--- config.mk ---
export PLATFORM = sky130hd
export DESIGN_NAME = q2e_cordic_stage
export DESIGN_NICKNAME = d
export VERILOG_FILES = /design/src/hw/rtl/q2e_pkg.sv /design/src/hw/rtl/q2e_cordic_stage.sv
export SDC_FILE = /design/constraint.sdc
export NUM_CORES = 1
export LEC_CHECK = 0
export BUFFER_PORTS_ARGS = -buffer_cell sky130_fd_sc_hd__clkbuf_2
export CAP_MARGIN = 20
export CORE_MARGIN = 4
export CORE_UTILIZATION = 50
export DETAILED_ROUTE_END_ITERATION = 8
export PLACE_DENSITY = 0.81
export SYNTH_ARGS = -nofsm -noshare
export SYNTH_HDL_FRONTEND = slang
export SYNTH_SLANG_ARGS = --single-unit
--- constraint.sdc ---
create_clock -name vclk -period 14.33
set_clock_uncertainty 0.1 [all_clocks]
set_input_delay 3.5825 -clock vclk [all_inputs]
set_output_delay 3.5825 -clock vclk [all_outputs]
set_load 0.02 [all_outputs]
--- src/hw/rtl/q2e_pkg.sv ---
// q2e_pkg: constants, types and CORDIC angle table for quaternion_to_euler
// no dependencies
package q2e_pkg;

    localparam int CORDIC_STAGES = 16;
    localparam int NSTAGES = (CORDIC_STAGES > 24) ? 24 : CORDIC_STAGES;
    localparam int OPW = 40;   // cordic operand width, inputs below 2^36 plus growth
    localparam int ACCW = 32;  // angle accumulator width
    localparam int SQW = 58;   // width of 2^56 - a^2
    localparam int SQN = 29;   // root bits
    localparam logic signed [ACCW-1:0] ANG90 = ACCW'(9000 * 65536);
    localparam logic signed [29:0] ONE_Q28 = 30'sd268435456;

    typedef logic signed [OPW-1:0] op_t;
    typedef logic signed [ACCW-1:0] acc_t;

    typedef struct packed {
        op_t  x;
        op_t  y;
        acc_t acc;
        logic fixed;        // result already known
        logic signed [15:0] fixed_val;
    } cst_t;

    function automatic acc_t atan_tab(input int i);
        case (i)
            0: atan_tab = 294912000; 1: atan_tab = 174096719; 2: atan_tab = 91987925;
            3: atan_tab = 46694507;  4: atan_tab = 23437865;  5: atan_tab = 11730358;
            6: atan_tab = 5866610;   7: atan_tab = 2933484;   8: atan_tab = 1466764;
            9: atan_tab = 733385;    10: atan_tab = 366693;   11: atan_tab = 183346;
            12: atan_tab = 91673;    13: atan_tab = 45837;    14: atan_tab = 22918;
            15: atan_tab = 11459;    16: atan_tab = 5730;     17: atan_tab = 2865;
            18: atan_tab = 1432;     19: atan_tab = 716;      20: atan_tab = 358;
            21: atan_tab = 179;      22: atan_tab = 90;       default: atan_tab = 45;
        endcase
    endfunction

endpackage

--- src/hw/rtl/q2e_cordic_stage.sv ---
// q2e_cordic_stage: one combinational vectoring CORDIC micro-rotation
// depends on q2e_pkg
module q2e_cordic_stage
    import q2e_pkg::*;
(
    input  cst_t        din,
    input  logic [4:0]  shift,
    output cst_t        dout
);
    op_t xs;
    op_t ys;
    always_comb
    begin
        xs = din.x >>> shift;
        ys = din.y >>> shift;
        dout = din;
        if (!din.y[OPW-1])
        begin
            dout.x = din.x + ys;
            dout.y = din.y - xs;
            dout.acc = din.acc + atan_tab(int'(shift));
        end
        else
        begin
            dout.x = din.x - ys;
            dout.y = din.y + xs;
            dout.acc = din.acc - atan_tab(int'(shift));
        end
    end
endmodule

==> results by group <==
Outcome
  – Status: complete, no violations

Global route
  – First-pass GRT wire length: 96.8 mm
  – Global Route Usage Sum: 38.9%
  – Vias in the first global route: 16080
  – Initial antenna violation count: 3
  – Pin count of the biggest net entering global routing: 82
  – Remaining global-route overflow: 0

Worst setup path
  – CP max FO: 50
  – Critical path startpoint category: input port
  – Critical path buffer and inverter count: 3
  – Most used cell, CP: a21o_1
  – Slowest CP cell: buf_4
  – Setup CP Type: input port to primary output
  – CP delay by family, top: compound AO/OA/AOI/OAI gates
  – Arrival @ worst endpoint: 10.15 ns
  – Cell chain of the critical path: buf_4, buf_4, mux4_2, mux2_2, mux2i_1, o21ai_0, nor4_1, and2_1, and2b_1, nor3b_1, a31oi_1, xnor2_1, ha_1, a21o_1, a21o_1, a21o_1, a31o_2, o21a_1, o21ai_0, o311a_1, nor3_1, a221oi_1, xnor2_1, clkbuf_2
  – Req. time, crit path: 10.65 ns
  – CP peak stage delay: 0.56 ns
  – Worst setup EP type: primary output

Finish
  – Register area: 0 um2
  – Layout Nets: 2361
  – Diode count: 0
  – CLK BUF: 0
  – Post-route cell area: 0.0162 mm2
  – Non-filler instance count after layout: 2483
  – P&R area growth vs syn: 10.4%
  – Share of layout cells above drive strength 1: 23.0%
  – Sequential cells: 0

Job
  – Max Cap Violations: 0

Detailed routing
  – Vias/cell: 6.99
  – Drt wl/cell: 26.2 um
  – Routed WL: 65.1 mm
  – Starting DRT DRC Count: 2218
  – Detailed-route DRC error count: 0
  – Vias: 17350
  – First drt pass iteration count: 9
  – DRT antenna net count: 0

STA
  – Pins Over Slew Limit: 0
  – Peak Freq: 72.3 MHz
  – Hold_ws: 7.07 ns
  – Setup TNS Final: 0 ns
  – Crit share post-route: 96.5%
  – RSZ-0062 raised after global routing: false
  – Fin. Hold Viols: 0
  – Worst-Margin Slew: 1.05 ns
  – Worst setup margin: 0.501 ns
  – Fin crit period: 13.83 ns
  – Slew margin rel.: 29.3%
  – Final setup fails: 0

Synthesis
  – Post-Syn Nets: 2189
  – Avg Synthesized Cell Area: 7.58 um2
  – Post-synthesis instance total: 1929
  – Synthesis Warnings: 0
  – Most frequent cells after synthesis: a21oi_1 (171), nor2_1 (166), nand2_1 (149), xnor2_1 (130), ha_1 (123)
  – Post-synth top area share: 11.7%
  – Sequential fraction of the synthesis area: 0%
  – Area leader, netlist: mux4_2
  – Mapped Area: 0.0146 mm2
  – Synth top area cells: mux4_2 (12%), ha_1 (11%), xnor2_1 (7.8%), mux2i_1 (6.8%), a21oi_1 (5.9%)
  – Most frequent cell after synthesis: a21oi_1
  – Yosys cell types: 91

Floorplanning
  – Die height: 179 um
  – Core area: 0.0288 mm2
  – Initial Utilization: 50.8%
  – Io pins: 263
  – Die Wd: 179 um
  – Die ar.: 0.0321 mm2
  – # rows: 62

Power
  – Max IR drop VDD: 68.1 uV
  – Leakage: 7.12 nW
  – PD cells: 81.5 mW/mm2

Placed design
  – Placed cell count: 2483
  – I/O Buffers: 229
  – Post-DP Area: 0.0161 mm2
  – Setup WS pre-CTS: 0.492 ns
  – Routability Congestion: 1.06
  – Dpl hpwl: 51.8 mm

Min path
  – Worst Hold Class: input port to primary output

Clock tree
  – # Post-CTS Setup Buffers: 0
-- cell families after synthesis --
| logic type | share of synthesized area (%) |
|---|---|
| AOI/OAI and AO/OA | 28.6 |
| xor gates and xnor gates | 11.7 |
| adders and majority gates | 10.9 |
| buffers and inverters | 7.12 |
| muxes | 22.8 |
| and+or+nand+nor | 19.0 |
-- metal layers --
layer / track usage [%] / vias up / part of all wire, % / wire length (um)
met5: 0 / - / 0.038 / 25
met2: 62.4 / 1248 / 44 / 28700
met4: 20.9 / 4 / 6.9 / 4500
li1: - / 7704 / - / -
met1: 49.3 / 8140 / 38 / 24600
met3: 7.32 / 254 / 11 / 7310
-- path summary, 6_finish.rpt --
| kind | to | from | cells after the start |
|---|---|---|---|
| setup / recovery | dout[128] | shift[3] | 24 |
| hold / removal | dout[11] | din[11] | 0 |
-- power by group --
part | internal [W] | total [W] | leakage [nW] | switching [W]
registers | 0 | 0 | 0 | 0
clock network | 0 | 0 | 0 | 0
logic | 0.000501 | 0.00132 | 7.12 | 0.000815
total | 0.000501 | 0.00132 | 7.12 | 0.000815
-- per-stage QoR --
stage / total power (W) / utilization, %
after floorplan: 0.000902 / -
after global placement: 0.00127 / 56.1
after detailed placement: 0.00129 / 56.1
after CTS: 0.00130 / 56.1
after global routing: 0.00141 / 56.1
final: 0.00132 / 56.1
-- layout by cell type, fill, tap and decap left out, types with 17 or more instances in the layout --
cell type / n
nand2_1: 149
ha_1: 123
o21a_1: 20
clkbuf_2: 223
nor2_1: 165
xor2_1: 62
nand3_1: 31
and3_1: 19
mux2_2: 55
nor3_1: 35
a211oi_1: 26
o21ai_0: 86
mux2i_1: 99
xnor2_1: 130
inv_1: 48
o211ai_1: 21
a21o_1: 52
and2_1: 31
a31oi_1: 35
a21oi_1: 171
mux4_2: 76
o31ai_1: 17
o22ai_1: 31
nor2b_1: 23
nand2b_1: 22
buf_4: 81
-- area by class of cell --
| class | instances | area (um2) |
|---|---|---|
| tap | 384 | 480 |
| timing repair buffer | 313 | 1880 |
| fill | 2796 | 12600 |
| inverter | 50 | 188 |
| multi-input combinational | 1736 | 13600 |
-- what timing repair did --
action | 4_1_cts | 5_1_grt
gates resized for setup | 0 | 3
hold buffers | 0 | 0
endpoints found under the hold margin | 0 | 0
setup endpoints to repair | 0 | 1
Note: power is estimated with default switching activity, not from simulation.
